File: config.mk
export PLATFORM = sky130hd
export DESIGN_NAME = valve_command_pulse_transmitter
export DESIGN_NICKNAME = d
export VERILOG_FILES = /design/src/rtl/core/vcpt_pkg.sv /design/src/rtl/core/vcpt_front.sv /design/src/rtl/core/vcpt_fifo.sv /design/src/rtl/core/vcpt_back.sv /design/src/rtl/core/valve_command_pulse_transmitter.sv
export SDC_FILE = /design/constraint.sdc
export NUM_CORES = 1
export LEC_CHECK = 0
export BUFFER_PORTS_ARGS = -buffer_cell sky130_fd_sc_hd__clkbuf_2
export CAP_MARGIN = 20
export CORE_UTILIZATION = 45
export DETAILED_ROUTE_END_ITERATION = 7
export PLACE_DENSITY = 0.72
export SETUP_SLACK_MARGIN = 0.1
export SLEW_MARGIN = 20
export SYNTH_ARGS = -nofsm -noshare
export SYNTH_HDL_FRONTEND = slang
export SYNTH_SLANG_ARGS = --single-unit
File: constraint.sdc
create_clock -name clk_i -period 8.7 [get_ports clk_i]
set_input_delay 1.74 -clock clk_i [delete_from_list [all_inputs] [get_ports clk_i]]
set_output_delay 1.74 -clock clk_i [all_outputs]
set_load 0.01 [all_outputs]
File: src/rtl/core/vcpt_pkg.sv
// vcpt_pkg: shared types, constants and frame builders for the valve command
// pulse transmitter; no dependencies, used by every module in rtl/core

package vcpt_pkg;

  // stream and config widths
  localparam int unsigned IN_TDATA_W  = 24;
  localparam int unsigned IN_TUSER_W  = 2;
  localparam int unsigned OUT_TDATA_W = 8;
  localparam int unsigned CFG_ADDR_W  = 3;
  localparam int unsigned CFG_DATA_W  = 20;

  localparam int unsigned ZONE_W  = 6;
  localparam int unsigned MIN_W   = 8;
  localparam int unsigned PROG_W  = 3;
  localparam int unsigned STAT_W  = 3;
  localparam int unsigned PULSE_W = 16;
  localparam int unsigned RESET_W = 20;
  localparam int unsigned CNT_W   = 20;
  localparam int unsigned BIDX_W  = 7;

  localparam int unsigned QUEUE_DEPTH = 2;

  // frame geometry
  localparam int unsigned FRAME_BITS = 120;
  localparam logic [BIDX_W-1:0] ZONE_FRAME_BITS = 7'd120;
  localparam logic [BIDX_W-1:0] PROG_FRAME_BITS = 7'd56;

  localparam logic [119:0] ZONE_BASE = 120'hff_00_00_00_10_00_00_04_00_00_01_00_01_b8_3f;
  localparam logic [55:0]  PROG_BASE = 56'hff_40_03_96_09_bd_7f;

  // command limits and offsets
  localparam logic [ZONE_W-1:0] ZONE_MIN   = 6'd1;
  localparam logic [ZONE_W-1:0] ZONE_MAX   = 6'd48;
  localparam logic [ZONE_W-1:0] ZONE_SPLIT = 6'd12;
  localparam logic [MIN_W-1:0]  MIN_MAX    = 8'd240;
  localparam logic [PROG_W-1:0] PROG_MIN   = 3'd1;
  localparam logic [PROG_W-1:0] PROG_MAX   = 3'd4;
  localparam logic [6:0]        OFS_A      = 7'h17;
  localparam logic [6:0]        OFS_B      = 7'h23;
  localparam logic [6:0]        OFS_C      = 7'h2f;

  // kind codes on tuser
  localparam logic [IN_TUSER_W-1:0] KIND_TICK = 2'd0;
  localparam logic [IN_TUSER_W-1:0] KIND_ZONE = 2'd1;
  localparam logic [IN_TUSER_W-1:0] KIND_PROG = 2'd2;

  // status codes
  localparam logic [STAT_W-1:0] ST_OK       = 3'd0;
  localparam logic [STAT_W-1:0] ST_BAD_ZONE = 3'd1;
  localparam logic [STAT_W-1:0] ST_BAD_TIME = 3'd2;
  localparam logic [STAT_W-1:0] ST_BAD_PROG = 3'd3;
  localparam logic [STAT_W-1:0] ST_BUSY     = 3'd4;

  // config register indexes
  localparam logic [CFG_ADDR_W-1:0] REG_SHORT   = 3'd0;
  localparam logic [CFG_ADDR_W-1:0] REG_LONG    = 3'd1;
  localparam logic [CFG_ADDR_W-1:0] REG_START   = 3'd2;
  localparam logic [CFG_ADDR_W-1:0] REG_RST_HI  = 3'd3;
  localparam logic [CFG_ADDR_W-1:0] REG_RST_LO  = 3'd4;
  localparam logic [CFG_ADDR_W-1:0] REG_INVERT  = 3'd5;

  localparam logic [PULSE_W-1:0] SHORT_RST   = 16'd208;
  localparam logic [PULSE_W-1:0] LONG_RST    = 16'd1875;
  localparam logic [PULSE_W-1:0] START_RST   = 16'd900;
  localparam logic [RESET_W-1:0] RST_HI_RST  = 20'd325000;
  localparam logic [RESET_W-1:0] RST_LO_RST  = 20'd65000;

  typedef enum logic [2:0] {
    OP_TICK,
    OP_ZONE,
    OP_PROG,
    OP_BAD,
    OP_NONE
  } op_e;

  typedef struct packed {
    op_e               op;
    logic [STAT_W-1:0] err;
    logic [ZONE_W-1:0] zone;
    logic [MIN_W-1:0]  run_minutes;
    logic [PROG_W-1:0] program_number;
  } entry_t;

  // bit positions count from the msb of byte 0, value goes in lsb first
  function automatic logic [FRAME_BITS-1:0] put_field(input logic [FRAME_BITS-1:0] f,
                                                      input int unsigned pos,
                                                      input logic [6:0] val,
                                                      input int unsigned len);
    logic [FRAME_BITS-1:0] r;
    r = f;
    for (int unsigned k = 0; k < 7; k++) begin
      if (k < len) begin
        r[FRAME_BITS-1-pos-k] = val[k];
      end
    end
    return r;
  endfunction

  function automatic logic [FRAME_BITS-1:0] zone_frame(input logic [ZONE_W-1:0] zone,
                                                       input logic [MIN_W-1:0] mins);
    logic [FRAME_BITS-1:0] f;
    logic [6:0]            z7;
    logic [6:0]            lo;
    logic [6:0]            hi;
    logic [6:0]            grp;
    logic [6:0]            zm1;
    z7  = {1'b0, zone};
    lo  = {3'b000, mins[3:0]};
    hi  = {3'b000, mins[7:4]};
    grp = (zone > ZONE_SPLIT) ? 7'd1 : 7'd2;
    zm1 = z7 - 7'd1;
    f = ZONE_BASE;
    f = put_field(f, 9, grp, 2);
    f = put_field(f, 23, z7 + OFS_A, 7);
    f = put_field(f, 36, z7 + OFS_A, 7);
    f = put_field(f, 49, z7 + OFS_B, 7);
    f = put_field(f, 62, z7 + OFS_B, 7);
    f = put_field(f, 75, z7 + OFS_C, 7);
    f = put_field(f, 88, z7 + OFS_C, 7);
    f = put_field(f, 31, lo, 4);
    f = put_field(f, 44, hi, 4);
    f = put_field(f, 57, lo, 4);
    f = put_field(f, 70, hi, 4);
    f = put_field(f, 83, lo, 4);
    f = put_field(f, 96, hi, 4);
    f = put_field(f, 109, {3'b000, zm1[3:0]}, 4);
    return f;
  endfunction

  function automatic logic [FRAME_BITS-1:0] prog_frame(input logic [PROG_W-1:0] prog);
    logic [FRAME_BITS-1:0] f;
    logic [PROG_W-1:0]     pm1;
    pm1 = prog - 3'd1;
    f = '0;
    f[FRAME_BITS-1 -: 56] = PROG_BASE;
    f = put_field(f, 31, {5'b00000, pm1[1:0]}, 2);
    return f;
  endfunction

endpackage

File: src/rtl/core/vcpt_front.sv
// vcpt_front: accepts input beats and classifies them into queue entries
// depends on vcpt_pkg

module vcpt_front (
  input  logic                               s_axis_tvalid_i,
  output logic                               s_axis_tready_o,
  input  logic [vcpt_pkg::IN_TDATA_W-1:0]    s_axis_tdata_i,
  input  logic [vcpt_pkg::IN_TUSER_W-1:0]    s_axis_tuser_i,
  input  logic                               q_full_i,
  output logic                               q_push_o,
  output vcpt_pkg::entry_t                   q_entry_o
);

  logic [vcpt_pkg::ZONE_W-1:0] zone;
  logic [vcpt_pkg::MIN_W-1:0]  mins;
  logic [vcpt_pkg::PROG_W-1:0] prog;

  assign zone = s_axis_tdata_i[5:0];
  assign mins = s_axis_tdata_i[13:6];
  assign prog = s_axis_tdata_i[16:14];

  assign s_axis_tready_o = !q_full_i;
  assign q_push_o        = s_axis_tvalid_i && !q_full_i;

  always_comb begin
    q_entry_o.zone           = zone;
    q_entry_o.run_minutes    = mins;
    q_entry_o.program_number = prog;
    q_entry_o.err            = vcpt_pkg::ST_OK;
    q_entry_o.op             = vcpt_pkg::OP_NONE;
    case (s_axis_tuser_i)
      vcpt_pkg::KIND_TICK: begin
        q_entry_o.op = vcpt_pkg::OP_TICK;
      end
      vcpt_pkg::KIND_ZONE: begin
        if (zone < vcpt_pkg::ZONE_MIN || zone > vcpt_pkg::ZONE_MAX) begin
          q_entry_o.op  = vcpt_pkg::OP_BAD;
          q_entry_o.err = vcpt_pkg::ST_BAD_ZONE;
        end else if (mins > vcpt_pkg::MIN_MAX) begin
          q_entry_o.op  = vcpt_pkg::OP_BAD;
          q_entry_o.err = vcpt_pkg::ST_BAD_TIME;
        end else begin
          q_entry_o.op = vcpt_pkg::OP_ZONE;
        end
      end
      vcpt_pkg::KIND_PROG: begin
        if (prog < vcpt_pkg::PROG_MIN || prog > vcpt_pkg::PROG_MAX) begin
          q_entry_o.op  = vcpt_pkg::OP_BAD;
          q_entry_o.err = vcpt_pkg::ST_BAD_PROG;
        end else begin
          q_entry_o.op = vcpt_pkg::OP_PROG;
        end
      end
      default: begin
        q_entry_o.op = vcpt_pkg::OP_NONE;
      end
    endcase
  end

endmodule

File: src/rtl/core/vcpt_fifo.sv
// vcpt_fifo: small queue of classified entries between front and back
// depends on vcpt_pkg

module vcpt_fifo #(
  parameter int unsigned Depth = vcpt_pkg::QUEUE_DEPTH
) (
  input  logic             clk_i,
  input  logic             rst_ni,
  input  logic             push_i,
  input  vcpt_pkg::entry_t entry_i,
  output logic             full_o,
  input  logic             pop_i,
  output logic             empty_o,
  output vcpt_pkg::entry_t entry_o
);

  localparam int unsigned PtrW = (Depth > 1) ? $clog2(Depth) : 1;
  localparam int unsigned CntW = $clog2(Depth + 1);
  localparam logic [PtrW-1:0] LastPtr = PtrW'(Depth - 1);
  localparam logic [CntW-1:0] DepthCnt = CntW'(Depth);

  vcpt_pkg::entry_t mem_q [Depth];
  logic [PtrW-1:0]  wr_ptr_q, wr_ptr_d;
  logic [PtrW-1:0]  rd_ptr_q, rd_ptr_d;
  logic [CntW-1:0]  cnt_q, cnt_d;

  assign full_o  = (cnt_q == DepthCnt);
  assign empty_o = (cnt_q == '0);
  assign entry_o = mem_q[rd_ptr_q];

  always_comb begin
    wr_ptr_d = wr_ptr_q;
    rd_ptr_d = rd_ptr_q;
    cnt_d    = cnt_q;
    if (push_i) begin
      wr_ptr_d = (wr_ptr_q == LastPtr) ? '0 : wr_ptr_q + 1'b1;
    end
    if (pop_i) begin
      rd_ptr_d = (rd_ptr_q == LastPtr) ? '0 : rd_ptr_q + 1'b1;
    end
    if (push_i && !pop_i) begin
      cnt_d = cnt_q + 1'b1;
    end else if (!push_i && pop_i) begin
      cnt_d = cnt_q - 1'b1;
    end
  end

  always_ff @(posedge clk_i or negedge rst_ni) begin
    if (!rst_ni) begin
      wr_ptr_q <= '0;
      rd_ptr_q <= '0;
      cnt_q    <= '0;
    end else begin
      wr_ptr_q <= wr_ptr_d;
      rd_ptr_q <= rd_ptr_d;
      cnt_q    <= cnt_d;
    end
  end

  always_ff @(posedge clk_i) begin
    if (push_i) begin
      mem_q[wr_ptr_q] <= entry_i;
    end
  end

endmodule

File: src/rtl/core/vcpt_back.sv
// vcpt_back: executes queued entries, holds the frame, line sequencer,
// config registers and the output register; depends on vcpt_pkg

module vcpt_back (
  input  logic                                clk_i,
  input  logic                                rst_ni,
  input  logic                                cfg_we_i,
  input  logic [vcpt_pkg::CFG_ADDR_W-1:0]     cfg_addr_i,
  input  logic [vcpt_pkg::CFG_DATA_W-1:0]     cfg_wdata_i,
  input  logic                                q_empty_i,
  input  vcpt_pkg::entry_t                    q_entry_i,
  output logic                                q_pop_o,
  output logic                                m_axis_tvalid_o,
  input  logic                                m_axis_tready_i,
  output logic [vcpt_pkg::OUT_TDATA_W-1:0]    m_axis_tdata_o,
  output logic                                m_axis_tlast_o
);

  localparam logic [3:0] PH_IDLE    = 4'd0;
  localparam logic [3:0] PH_RST_H   = 4'd1;
  localparam logic [3:0] PH_RST_L   = 4'd2;
  localparam logic [3:0] PH_START_H = 4'd3;
  localparam logic [3:0] PH_START_L = 4'd4;
  localparam logic [3:0] PH_BIT_H   = 4'd5;
  localparam logic [3:0] PH_BIT_L   = 4'd6;

  localparam int unsigned CW = vcpt_pkg::CNT_W;
  localparam int unsigned BW = vcpt_pkg::BIDX_W;

  // config registers
  logic [vcpt_pkg::PULSE_W-1:0] short_q, long_q, start_q;
  logic [vcpt_pkg::RESET_W-1:0] rst_hi_q, rst_lo_q;
  logic                         invert_q;

  // sequencer state
  logic [vcpt_pkg::FRAME_BITS-1:0] frame_q, frame_d;
  logic [BW-1:0]                   fbits_q, fbits_d;
  logic [BW-1:0]                   bidx_q, bidx_d;
  logic                            extra_q, extra_d;
  logic [3:0]                      phase_q, phase_d;
  logic [CW-1:0]                   cnt_q, cnt_d;

  logic                            out_valid_q, out_valid_d;
  logic [vcpt_pkg::OUT_TDATA_W-1:0] out_data_q, out_data_d;
  logic                            out_last_q, out_last_d;

  logic                            busy;
  logic                            cur_bit;
  logic [BW-1:0]                   bit_pos;
  logic [CW-1:0]                   plen;
  logic [CW-1:0]                   cnt_inc;
  logic [vcpt_pkg::STAT_W-1:0]     status;
  logic                            done;
  logic                            level;

  function automatic logic [CW-1:0] at_least_one(input logic [CW-1:0] v);
    return (v == '0) ? CW'(1) : v;
  endfunction

  assign busy    = (phase_q != PH_IDLE);
  assign q_pop_o = !q_empty_i && (!out_valid_q || m_axis_tready_i);
  assign bit_pos = BW'(vcpt_pkg::FRAME_BITS - 1) - bidx_q;
  assign cnt_inc = cnt_q + 1'b1;

  always_comb begin
    if (bidx_q < fbits_q) begin
      cur_bit = frame_q[bit_pos];
    end else begin
      cur_bit = extra_q && (bidx_q == fbits_q);
    end
  end

  always_comb begin
    case (phase_q)
      PH_RST_H:   plen = at_least_one(rst_hi_q);
      PH_RST_L:   plen = at_least_one(rst_lo_q);
      PH_START_H: plen = at_least_one(CW'(start_q));
      PH_START_L: plen = at_least_one(CW'(short_q));
      PH_BIT_H:   plen = at_least_one(cur_bit ? CW'(long_q) : CW'(short_q));
      PH_BIT_L:   plen = at_least_one(cur_bit ? CW'(short_q) : CW'(long_q));
      default:    plen = CW'(1);
    endcase
  end

  always_comb begin
    frame_d = frame_q;
    fbits_d = fbits_q;
    bidx_d  = bidx_q;
    extra_d = extra_q;
    phase_d = phase_q;
    cnt_d   = cnt_q;
    status  = vcpt_pkg::ST_OK;
    done    = 1'b0;
    if (q_pop_o) begin
      case (q_entry_i.op)
        vcpt_pkg::OP_ZONE, vcpt_pkg::OP_PROG, vcpt_pkg::OP_BAD: begin
          if (busy) begin
            status = vcpt_pkg::ST_BUSY;
          end else if (q_entry_i.op == vcpt_pkg::OP_BAD) begin
            status = q_entry_i.err;
          end else begin
            if (q_entry_i.op == vcpt_pkg::OP_ZONE) begin
              frame_d = vcpt_pkg::zone_frame(q_entry_i.zone, q_entry_i.run_minutes);
              fbits_d = vcpt_pkg::ZONE_FRAME_BITS;
              extra_d = 1'b1;
            end else begin
              frame_d = vcpt_pkg::prog_frame(q_entry_i.program_number);
              fbits_d = vcpt_pkg::PROG_FRAME_BITS;
              extra_d = 1'b0;
            end
            bidx_d  = '0;
            phase_d = PH_RST_H;
            cnt_d   = '0;
          end
        end
        vcpt_pkg::OP_TICK: begin
          if (busy) begin
            if (cnt_inc >= plen) begin
              cnt_d = '0;
              case (phase_q)
                PH_RST_H:   phase_d = PH_RST_L;
                PH_RST_L:   phase_d = PH_START_H;
                PH_START_H: phase_d = PH_START_L;
                PH_START_L: phase_d = PH_BIT_H;
                PH_BIT_H:   phase_d = PH_BIT_L;
                PH_BIT_L: begin
                  // the extra one bit of zone frames counts as one more bit
                  if ({1'b0, bidx_q} >= ({1'b0, fbits_q} + {{BW{1'b0}}, extra_q})) begin
                    phase_d = PH_IDLE;
                    bidx_d  = '0;
                    done    = 1'b1;
                  end else begin
                    bidx_d  = bidx_q + 1'b1;
                    phase_d = PH_BIT_H;
                  end
                end
                default: phase_d = PH_IDLE;
              endcase
            end else begin
              cnt_d = cnt_inc;
            end
          end
        end
        default: begin
          status = vcpt_pkg::ST_OK;
        end
      endcase
    end
  end

  assign level = ((phase_d == PH_RST_H) || (phase_d == PH_START_H) ||
                  (phase_d == PH_BIT_H)) ^ invert_q;

  always_comb begin
    out_valid_d = out_valid_q;
    out_data_d  = out_data_q;
    out_last_d  = out_last_q;
    if (q_pop_o) begin
      out_valid_d = 1'b1;
      out_data_d  = {3'b000, status, (phase_d != PH_IDLE), level};
      out_last_d  = done;
    end else if (m_axis_tready_i) begin
      out_valid_d = 1'b0;
    end
  end

  always_ff @(posedge clk_i or negedge rst_ni) begin
    if (!rst_ni) begin
      short_q  <= vcpt_pkg::SHORT_RST;
      long_q   <= vcpt_pkg::LONG_RST;
      start_q  <= vcpt_pkg::START_RST;
      rst_hi_q <= vcpt_pkg::RST_HI_RST;
      rst_lo_q <= vcpt_pkg::RST_LO_RST;
      invert_q <= 1'b0;
    end else if (cfg_we_i) begin
      case (cfg_addr_i)
        vcpt_pkg::REG_SHORT:  short_q  <= cfg_wdata_i[vcpt_pkg::PULSE_W-1:0];
        vcpt_pkg::REG_LONG:   long_q   <= cfg_wdata_i[vcpt_pkg::PULSE_W-1:0];
        vcpt_pkg::REG_START:  start_q  <= cfg_wdata_i[vcpt_pkg::PULSE_W-1:0];
        vcpt_pkg::REG_RST_HI: rst_hi_q <= cfg_wdata_i[vcpt_pkg::RESET_W-1:0];
        vcpt_pkg::REG_RST_LO: rst_lo_q <= cfg_wdata_i[vcpt_pkg::RESET_W-1:0];
        vcpt_pkg::REG_INVERT: invert_q <= cfg_wdata_i[0];
        default: begin
        end
      endcase
    end
  end

  always_ff @(posedge clk_i or negedge rst_ni) begin
    if (!rst_ni) begin
      fbits_q     <= '0;
      bidx_q      <= '0;
      extra_q     <= 1'b0;
      phase_q     <= PH_IDLE;
      cnt_q       <= '0;
      out_valid_q <= 1'b0;
    end else begin
      fbits_q     <= fbits_d;
      bidx_q      <= bidx_d;
      extra_q     <= extra_d;
      phase_q     <= phase_d;
      cnt_q       <= cnt_d;
      out_valid_q <= out_valid_d;
    end
  end

  always_ff @(posedge clk_i) begin
    frame_q    <= frame_d;
    out_data_q <= out_data_d;
    out_last_q <= out_last_d;
  end

  assign m_axis_tvalid_o = out_valid_q;
  assign m_axis_tdata_o  = out_data_q;
  assign m_axis_tlast_o  = out_last_q;

endmodule

File: src/rtl/core/valve_command_pulse_transmitter.sv
// valve_command_pulse_transmitter: top level, front classifier, entry queue
// and back sequencer; depends on vcpt_pkg, vcpt_front, vcpt_fifo, vcpt_back

// Each input beat is a one-microsecond tick, a zone/program command or a spare
// kind and gives exactly one result beat. The block takes one beat per clock
// cycle while the queue is not full: the front classifies a beat in the cycle
// it is accepted, the back sequencer executes one queued entry per cycle while
// the output register is free or being read and registers its result there; a
// result goes through the queue and then the output register, and the sustained
// rate is one beat per cycle while the receiver keeps up. The queue between front
// and back (QueueDepth entries) and the output register let either side stall
// independently. Config writes are taken at any time but should only be made
// while no frame is on the line and no beat is in flight.

module valve_command_pulse_transmitter #(
  parameter int unsigned QueueDepth = vcpt_pkg::QUEUE_DEPTH
) (
  input  logic                              clk_i,
  input  logic                              rst_ni,
  input  logic                              s_axis_tvalid_i,
  output logic                              s_axis_tready_o,
  // zone [5:0], run_minutes [13:6], program_number [16:14], zero [23:17]
  input  logic [vcpt_pkg::IN_TDATA_W-1:0]   s_axis_tdata_i,
  // kind [1:0]
  input  logic [vcpt_pkg::IN_TUSER_W-1:0]   s_axis_tuser_i,
  output logic                              m_axis_tvalid_o,
  input  logic                              m_axis_tready_i,
  // line_level [0], busy_res [1], status [4:2], zero [7:5]
  output logic [vcpt_pkg::OUT_TDATA_W-1:0]  m_axis_tdata_o,
  // frame_done
  output logic                              m_axis_tlast_o,
  input  logic                              cfg_we_i,
  input  logic [vcpt_pkg::CFG_ADDR_W-1:0]   cfg_addr_i,
  input  logic [vcpt_pkg::CFG_DATA_W-1:0]   cfg_wdata_i
);

  logic             q_full;
  logic             q_empty;
  logic             q_push;
  logic             q_pop;
  vcpt_pkg::entry_t q_in;
  vcpt_pkg::entry_t q_out;

  vcpt_front u_front (
    .s_axis_tvalid_i (s_axis_tvalid_i),
    .s_axis_tready_o (s_axis_tready_o),
    .s_axis_tdata_i  (s_axis_tdata_i),
    .s_axis_tuser_i  (s_axis_tuser_i),
    .q_full_i        (q_full),
    .q_push_o        (q_push),
    .q_entry_o       (q_in)
  );

  vcpt_fifo #(
    .Depth (QueueDepth)
  ) u_fifo (
    .clk_i   (clk_i),
    .rst_ni  (rst_ni),
    .push_i  (q_push),
    .entry_i (q_in),
    .full_o  (q_full),
    .pop_i   (q_pop),
    .empty_o (q_empty),
    .entry_o (q_out)
  );

  vcpt_back u_back (
    .clk_i           (clk_i),
    .rst_ni          (rst_ni),
    .cfg_we_i        (cfg_we_i),
    .cfg_addr_i      (cfg_addr_i),
    .cfg_wdata_i     (cfg_wdata_i),
    .q_empty_i       (q_empty),
    .q_entry_i       (q_out),
    .q_pop_o         (q_pop),
    .m_axis_tvalid_o (m_axis_tvalid_o),
    .m_axis_tready_i (m_axis_tready_i),
    .m_axis_tdata_o  (m_axis_tdata_o),
    .m_axis_tlast_o  (m_axis_tlast_o)
  );

endmodule

==> impl_metrics.csv, run 1 <==
group,metric,value,unit
status,status,"complete, no violations",
critical_path,crit_type,"reg -> reg",
cells_and_area,num_antenna_cells,0,
cells_and_area,finalNetCount,1065,
logic_synthesis,synth_cells,930,
die,fp-row-count,57,
cts,hold_buffers,0,
logic_synthesis,syn_area_per_cell,12.1,sq um
die,start_util,46.0,%
timing,max_clock_freq,162,MHz
drt,drt-initial-drc-count,723,
die,dieArea,25600,sq um
cells_and_area,layout_common_cells,"mux2_2 (95), dfrtp_1 (93), edfxtp_1 (89), nand2_1 (54), clkbuf_2 (53)",
logic_synthesis,synth_xor_area_share,2.89,%
die,die_x,160,um
timing,worst_slew_pin_slew,1020,ps
timing,worst_slew_margin_rel,32.1,%
cts,numClockSinks,216,
drt,viasPerCell,5.93,
logic_synthesis,synth_edf_count,89,
cts,clockRootBuffer,"clkbuf_16",
global_routing,grt_max_degree,77,
cts,clock_latency,510,ps
drt,vias,7797,
place,dp_hpwl,17100,um
die,dieHeight,160,um
cells_and_area,final_common_cell,"mux2_2",
cells_and_area,drive_gt1_share,26.6,%
critical_path,worst_setup_path_end_kind,"flip-flop",
hold_path,min_path_type,"reg -> reg",
logic_synthesis,synth-compound-area-share,12.3,%
power,p_per_area,284,nW/um^2
logic_synthesis,yosys_warnings,0,
timing,fin_skew,24.2,ps
drt,route.detailed.drc,0,
timing,setup_violations,0,
global_routing,gr-total-overflow,0,
die,core_area,24400,sq um
logic_synthesis,yosys-mux-area-fraction,13.9,%
logic_synthesis,synth-main-ff-cell,"dfrtp_1",
cells_and_area,fillers,2096,
critical_path,start_kind,"flip-flop",
timing,rsz0062_at_grt,"false",
critical_path,arrival,6430,ps
logic_synthesis,synthesis.area,11200,sq um
cts,ctsResizeCount,0,
cts,tritoncts,"yes",
global_routing,grt_pass1_wl,40200,um
cts,cts_setup_buffers,0,
timing,finalHoldViolations,0,
logic_synthesis,synthAdderAreaFrac,4.01,%
cts,htree_levels,1,
logic_synthesis,synth_seq_area_share,52.5,%
global_routing,grt_antenna_before_repair,0,
drt,postRouteWirelength,25000,um
logic_synthesis,synth_top_family_by_area,"multiplexers",
timing,period_minus_slack,6190,ps
logic_synthesis,ys_seq_elements,216,
critical_path,path_max_fanout,28,
timing,fin_setup_tns,0,ps
critical_path,cp.required,8940,ps
cts,cts_buffers,23,
place,gp_congestion,0.907,
place,io_buffers,54,
timing,finalCritPeriodShare,71.1,%
flow_run,cap_violations,0,
global_routing,grt_pass1_vias,7419,
logic_synthesis,synthDistinctLibCells,72,
timing,timing.final.max_slew_violations,0,
place,post-place-ws,2670,ps
logic_synthesis,ys_async_sr_fraction,58.8,%
drt,wl_per_cell,19.0,um
die,io_pins,65,
global_routing,track_usage,19.6,%
power,p_leak,5.01,nW
power,ir_worst_vdd,0.182,mV
timing,timing.final.ws_setup,2510,ps
cts,cts.clk_slew.worst_paths,60,ps
drt,antenna_left,0,
cells_and_area,syn2layout_area_growth,12.0,%
logic_synthesis,synth_simple_gate_area_share,10.7,%
drt,first_pass_iters,8,
cts,cts.path.max_buffers,3,
## cells by family (layout without fill, tap and decap cells)
group,count (synthesis),after routing
buffers and inverters,89,148
adders and majority gates,36,36
muxes,140,140
AOI/OAI and AO/OA,175,175
other,1,3
xor gates and xnor gates,37,37
DFF,216,216
and+or+nand+nor,236,236
## per-stage QoR
step | hold WS (ps) | cell area, sq um | total power [mW] | utilization (%) | cells
floorplan | 461 | 11200 | 2.25 | - | 932
global placement | 490 | 11800 | 2.53 | 48.3 | 1274
detailed placement | 501 | 11800 | 2.57 | 48.3 | 1274
CTS | 515 | 12600 | 3.58 | 51.5 | 1315
global route | 529 | 12600 | 3.76 | 51.6 | 1315
finish | 511 | 12600 | 3.57 | 51.6 | 1315
## power by group
part           internal, mW  total, mW  switching, mW
Combinational         0.445       1.09          0.647
Sequential             1.32       1.48          0.160
Clock                 0.610       1.00          0.390
## synthesized netlist by cell type, drive strengths merged (22+ instances only)
| master | count | share of area, % |
|---|---|---|
| xnor2 | 22 | 1.7 |
| dfstp | 34 | 8.0 |
| inv | 37 | 1.2 |
| nor2 | 45 | 1.5 |
| nand2 | 55 | 1.9 |
| mux2 | 95 | 9.5 |
| nor4 | 23 | 1.3 |
| o21ai | 32 | 1.4 |
| edfxtp | 89 | 24 |
| mux2i | 43 | 3.9 |
| ha | 36 | 4.0 |
| clkbuf | 28 | 0.95 |
| dfrtp | 93 | 21 |
| a21oi | 22 | 0.98 |
| nand3 | 29 | 1.3 |
| buf | 22 | 1.4 |
## state kept, by name, summed over array words and instances (netlist names)
signal,count
u_fifo.mem_q,42
u_back.frame_q,41
u_back.cnt_q,20
u_back.rst_hi_q,20
u_back.rst_lo_q,20
u_back.long_q,16
u_back.short_q,16
u_back.start_q,16
u_back.bidx_q,7
u_back.m_axis_tdata_o,5
u_back.phase_q,4
u_fifo.cnt_q,2
u_back.extra_q,1
u_back.fbits_q,1
u_back.invert_q,1
u_back.m_axis_tlast_o,1
u_back.m_axis_tvalid_o,1
u_fifo.rd_ptr_q,1
u_fifo.wr_ptr_q,1
## critical path, cell delays in order (launching register included)
cell and delay [ps]:
dfrtp_1 940, clkinv_1 520, nand2_1 150, a311oi_1 100
o311ai_1 390, nand4_1 270, nand2_2 230, mux2i_4 620
a221oi_1 210, ha_1 340, and3_1 200, a2111o_1 400
a31oi_1 190, o21ba_2 530, o21ai_0 200, and2_1 210
or4_1 390
## routing by layer
layer	global-route usage [%]	vias to the layer above	wire, um
li1	-	3625	-
met1	29.2	3884	11700
met2	30.3	258	11400
met3	2.75	30	1470
met4	4.20	0	397
met5	0	-	0
## worst paths after layout
check	start	to	slack [ps]	cells after the start
min in group asynchronous	rst_ni	u_back.cnt_q[17]$_DFFE_PN0P_	1220	1
setup / recovery	u_back.bidx_q[2]$_DFFE_PN0P_	u_back.m_axis_tdata_o[1]$_DFFE_PP_	2510	16
setup reg to reg	u_back.bidx_q[2]$_DFFE_PN0P_	u_back.m_axis_tdata_o[1]$_DFFE_PP_	2510	16
max in group asynchronous	rst_ni	u_fifo.cnt_q[0]$_DFFE_PN0P_	6320	2
hold reg to reg	u_back.start_q[0]$_DFFE_PN0P_	u_back.start_q[0]$_DFFE_PN0P_	510	1
hold / removal	u_back.start_q[0]$_DFFE_PN0P_	u_back.start_q[0]$_DFFE_PN0P_	510	1
## area by class of cell
cell class	count	area, sq um	share of cell area, %
multi-input cells	627	4970	39.5
inverters	39	146	1.16
flip-flops and latches	216	5890	46.9
well taps	324	405	3.22
clock inverters	10	130	1.03
clock buffers	31	647	5.14
repair buffers	68	382	3.03
Note: power is estimated with default switching activity, not from simulation.
==> run 2, diff against run 1 <==
--- a/config.mk
+++ b/config.mk
@@ -5,6 +5,7 @@
 export SDC_FILE = /design/constraint.sdc
 export NUM_CORES = 1
 export LEC_CHECK = 0
+export ABC_AREA = 1
 export BUFFER_PORTS_ARGS = -buffer_cell sky130_fd_sc_hd__clkbuf_2
 export CAP_MARGIN = 20
 export CORE_UTILIZATION = 45
==> constraint.sdc (replaced) <==
create_clock -name clk_i -period 6.42 [get_ports clk_i]
set_input_delay 1.284 -clock clk_i [delete_from_list [all_inputs] [get_ports clk_i]]
set_output_delay 1.284 -clock clk_i [all_outputs]
set_load 0.01 [all_outputs]
==> run 2 against run 1 <==
  * Die area rose by 4.5%
  * Area after synthesis rose by 4.5%
  * Hold slack got worse by 26 ps
  * Total power rose by 75%
  * Worst setup slack got worse by 1600 ps
  * Non-clock buffer count did not move
  * Largest cell class unchanged
  * First-iteration DRC count rose by 12%
  * Synthesized cell count rose by 55%
  * Cell area rose by 4.3%
==> impl_metrics.csv, run 2 <==
group,metric,value,unit
status,status,"complete, no violations",
power,p_seq_share,33.1,%
cts,tritoncts,"yes",
power,clkPwrFrac,21.9,%
logic_synthesis,post-synth-top-count-cell,"nand2_1",
critical_path,rr_worst_depth,42,
logic_synthesis,synth-main-ff-cell,"dfrtp_1",
logic_synthesis,synth_largest_area_cell,"edfxtp_1",
cts,numClockSinks,216,
cells_and_area,final_common_cell,"nand2_1",
drt,antenna_left,0,
global_routing,track_usage,21.7,%
timing,period_minus_slack,5540,ps
critical_path,crit_type,"reg -> reg",
power,p_per_area,477,nW/um^2
cts,cts.clk_slew.worst_paths,60,ps
drt,vias,9925,
critical_path,critPathMaxStageDelay,600,ps
cells_and_area,largest_register,"u_fifo.mem_q",
critical_path,arrival,5810,ps
logic_synthesis,synthDistinctLibCells,48,
cells_and_area,num_antenna_cells,0,
cts,clockRootBuffer,"clkbuf_16",
die,io_pins,65,
place,gp_congestion,0.877,
drt,route.detailed.drc,0,
logic_synthesis,yosys_warnings,0,
critical_path,crit_slowest_cell,"dfrtp_1",
global_routing,grt_antenna_before_repair,0,
drt,first_pass_iters,6,
drt,wl_per_cell,15.5,um
cts,htree_levels,1,
critical_path,path_max_fanout,28,
cts,cts.path.max_buffers,3,
timing,rsz0062_at_grt,"false",
timing,finalHoldViolations,0,
logic_synthesis,synth_seq_area_share,50.2,%
flow_run,cap_violations,0,
timing,fin_skew,8.03,ps
power,p_switching,2.75,mW
place,io_buffers,54,
critical_path,cp.required,6690,ps
timing,fin_setup_tns,0,ps
cts,clock_latency,520,ps
die,dieHeight,163,um
global_routing,grt_pass1_wl,46800,um
timing,setup_violations,0,
logic_synthesis,yosys-top-cells-area,"edfxtp_1 (23%), dfrtp_1 (20%), nand2_1 (14%)",
logic_synthesis,ys_seq_elements,216,
cells_and_area,stdcell_area,13100,sq um
cts,hold_buffers,0,
power,p_leak,6.04,nW
timing,worst_slew_margin_rel,34.2,%
logic_synthesis,synth_edf_count,89,
drt,drt-initial-drc-count,807,
die,start_util,46.2,%
power,intPower,3.51,mW
critical_path,crit_top_cell,"nand2_1",
cells_and_area,layout_common_cells,"nand2_1 (424), inv_1 (149), o21ai_0 (135), nor2_1 (120)",
global_routing,gr-total-overflow,0,
logic_synthesis,synth_commonest_cells,"nand2_1 (425), inv_1 (149), o21ai_0 (135), nor2_1 (121)",
critical_path,start_kind,"flip-flop",
power,ir_worst_vdd,0.252,mV
place,dp_hpwl,20200,um
power,p_comb_share,45.0,%
drt,viasPerCell,5.42,
cells_and_area,finalNetCount,1572,
logic_synthesis,synthesis.area,11700,sq um
logic_synthesis,synth_cells,1438,
die,dieArea,26700,sq um
die,core_area,25400,sq um
die,fp-row-count,58,
timing,timing.final.ws_setup,876,ps
cells_and_area,final_util,51.6,%
cts,ctsResizeCount,0,
logic_synthesis,syn_area_per_cell,8.16,sq um
timing,worst_slew_pin_slew,984,ps
global_routing,grt_max_degree,72,
timing,finalCritPeriodShare,86.4,%
timing,timing.final.max_slew_violations,0,
cts,cts_buffers,25,
cells_and_area,syn2layout_area_growth,11.8,%
hold_path,holdPathStages,1,
cells_and_area,drive_gt1_share,10.9,%
die,die_x,163,um
logic_synthesis,ys_async_sr_fraction,58.8,%
drt,postRouteWirelength,28400,um
logic_synthesis,yosysTopAreaCellShare,22.8,%
cells_and_area,reg_top3,"u_fifo.mem_q (42), u_back.frame_q (41)",
place,post-place-ws,910,ps
cts,cts_setup_buffers,0,
place,postPlaceCellArea,12300,sq um
global_routing,grt_pass1_vias,9121,
timing,max_clock_freq,180,MHz
critical_path,worst_setup_path_end_kind,"flip-flop",
cells_and_area,fillers,2351,
power,switching_share,43.9,%
hold_path,min_path_type,"reg -> reg",
cells_and_area,largest_reg_flops,42,
## run 2: changes by cell type after synthesis, moves of 15 or more
cell,change
mux2i_1,-36
nor2_1,+76
o21ai_0,+106
nand2_1,+371
inv_1,+113
mux2_2,-95
a222oi_1,-15
nand3_1,+64
a21oi_1,+26
xnor2_1,-20
## run 2: logic make-up (layout without fill, tap and decap cells)
family | Yosys count | after routing | synth area share [%]
compound gates | 237 | 237 | 11.6
xor+xnor | 25 | 25 | 1.87
fa+ha+maj | 36 | 36 | 3.84
buf+inv | 207 | 267 | 6.87
flops | 216 | 216 | 50.2
mux | 6 | 6 | 0.512
other cells | 1 | 3 | 0.0320
simple gates | 710 | 710 | 25.1
## run 2: final timing paths
check | startpoint | endpoint | slack [ps]
max in group asynchronous | rst_ni | u_back.phase_q[0]$_DFF_PN0_ | 4220
max | u_back.bidx_q[1]$_DFFE_PN0P_ | u_back.m_axis_tdata_o[0]$_DFFE_PP_ | 880
min reg2reg | u_fifo.cnt_q[0]$_DFFE_PN0P_ | u_fifo.cnt_q[0]$_DFFE_PN0P_ | 490
min in group asynchronous | rst_ni | u_back.long_q[5]$_DFFE_PN0P_ | 820
min | u_fifo.cnt_q[0]$_DFFE_PN0P_ | u_fifo.cnt_q[0]$_DFFE_PN0P_ | 490
max reg2reg | u_back.bidx_q[1]$_DFFE_PN0P_ | u_back.m_axis_tdata_o[0]$_DFFE_PP_ | 880
## run 2: worst max-delay path, delay by kind of cell (launching register included)
family          cells  cell delay, ps
compound gates      4             730
fa+ha+maj           1             290
buf+inv             3             520
flops               1             600
simple gates       34            3110
## run 2: per-layer routing
| metal | track usage, % | up-vias | part of all wire, % |
|---|---|---|---|
| li1 | - | 4868 | - |
| met1 | 32.8 | 4713 | 47 |
| met2 | 33.2 | 313 | 45 |
| met3 | 2.89 | 31 | 7.0 |
| met4 | 4.25 | 0 | 1.2 |
| met5 | 0 | - | 0 |
## run 2: layout make-up
cell class                 instances  area, sq um  share of cell area, %
multi-input combinational       1017         5050                   38.5
sequential                       216         5890                   44.9
timing repair buffer              68          382                   2.91
tap                              330          413                   3.15
clock buffer                      31          688                   5.25
inverter                         154          578                   4.41
clock inverter                    14          110                  0.839
## run 2: through the flow
step | hold WS (ps) | power, mW | instances
after CTS | 480 | 6.26 | 1830
after detailed placement | 469 | 4.88 | 1785
final | 485 | 6.26 | 1830
after global placement | 462 | 4.80 | 1784
after floorplan | 446 | 4.11 | 1440
after global routing | 496 | 6.77 | 1830
## run 2: power by group through the flow
stage	logic [mW]	registers, mW	clock network, mW
6_report	2.82	2.07	1.37
3_3_place_gp	2.72	2.08	0
2_1_floorplan	2.12	1.99	0
5_1_grt	3.22	2.11	1.44
4_1_cts	2.80	2.07	1.39
3_5_place_dp	2.79	2.09	0
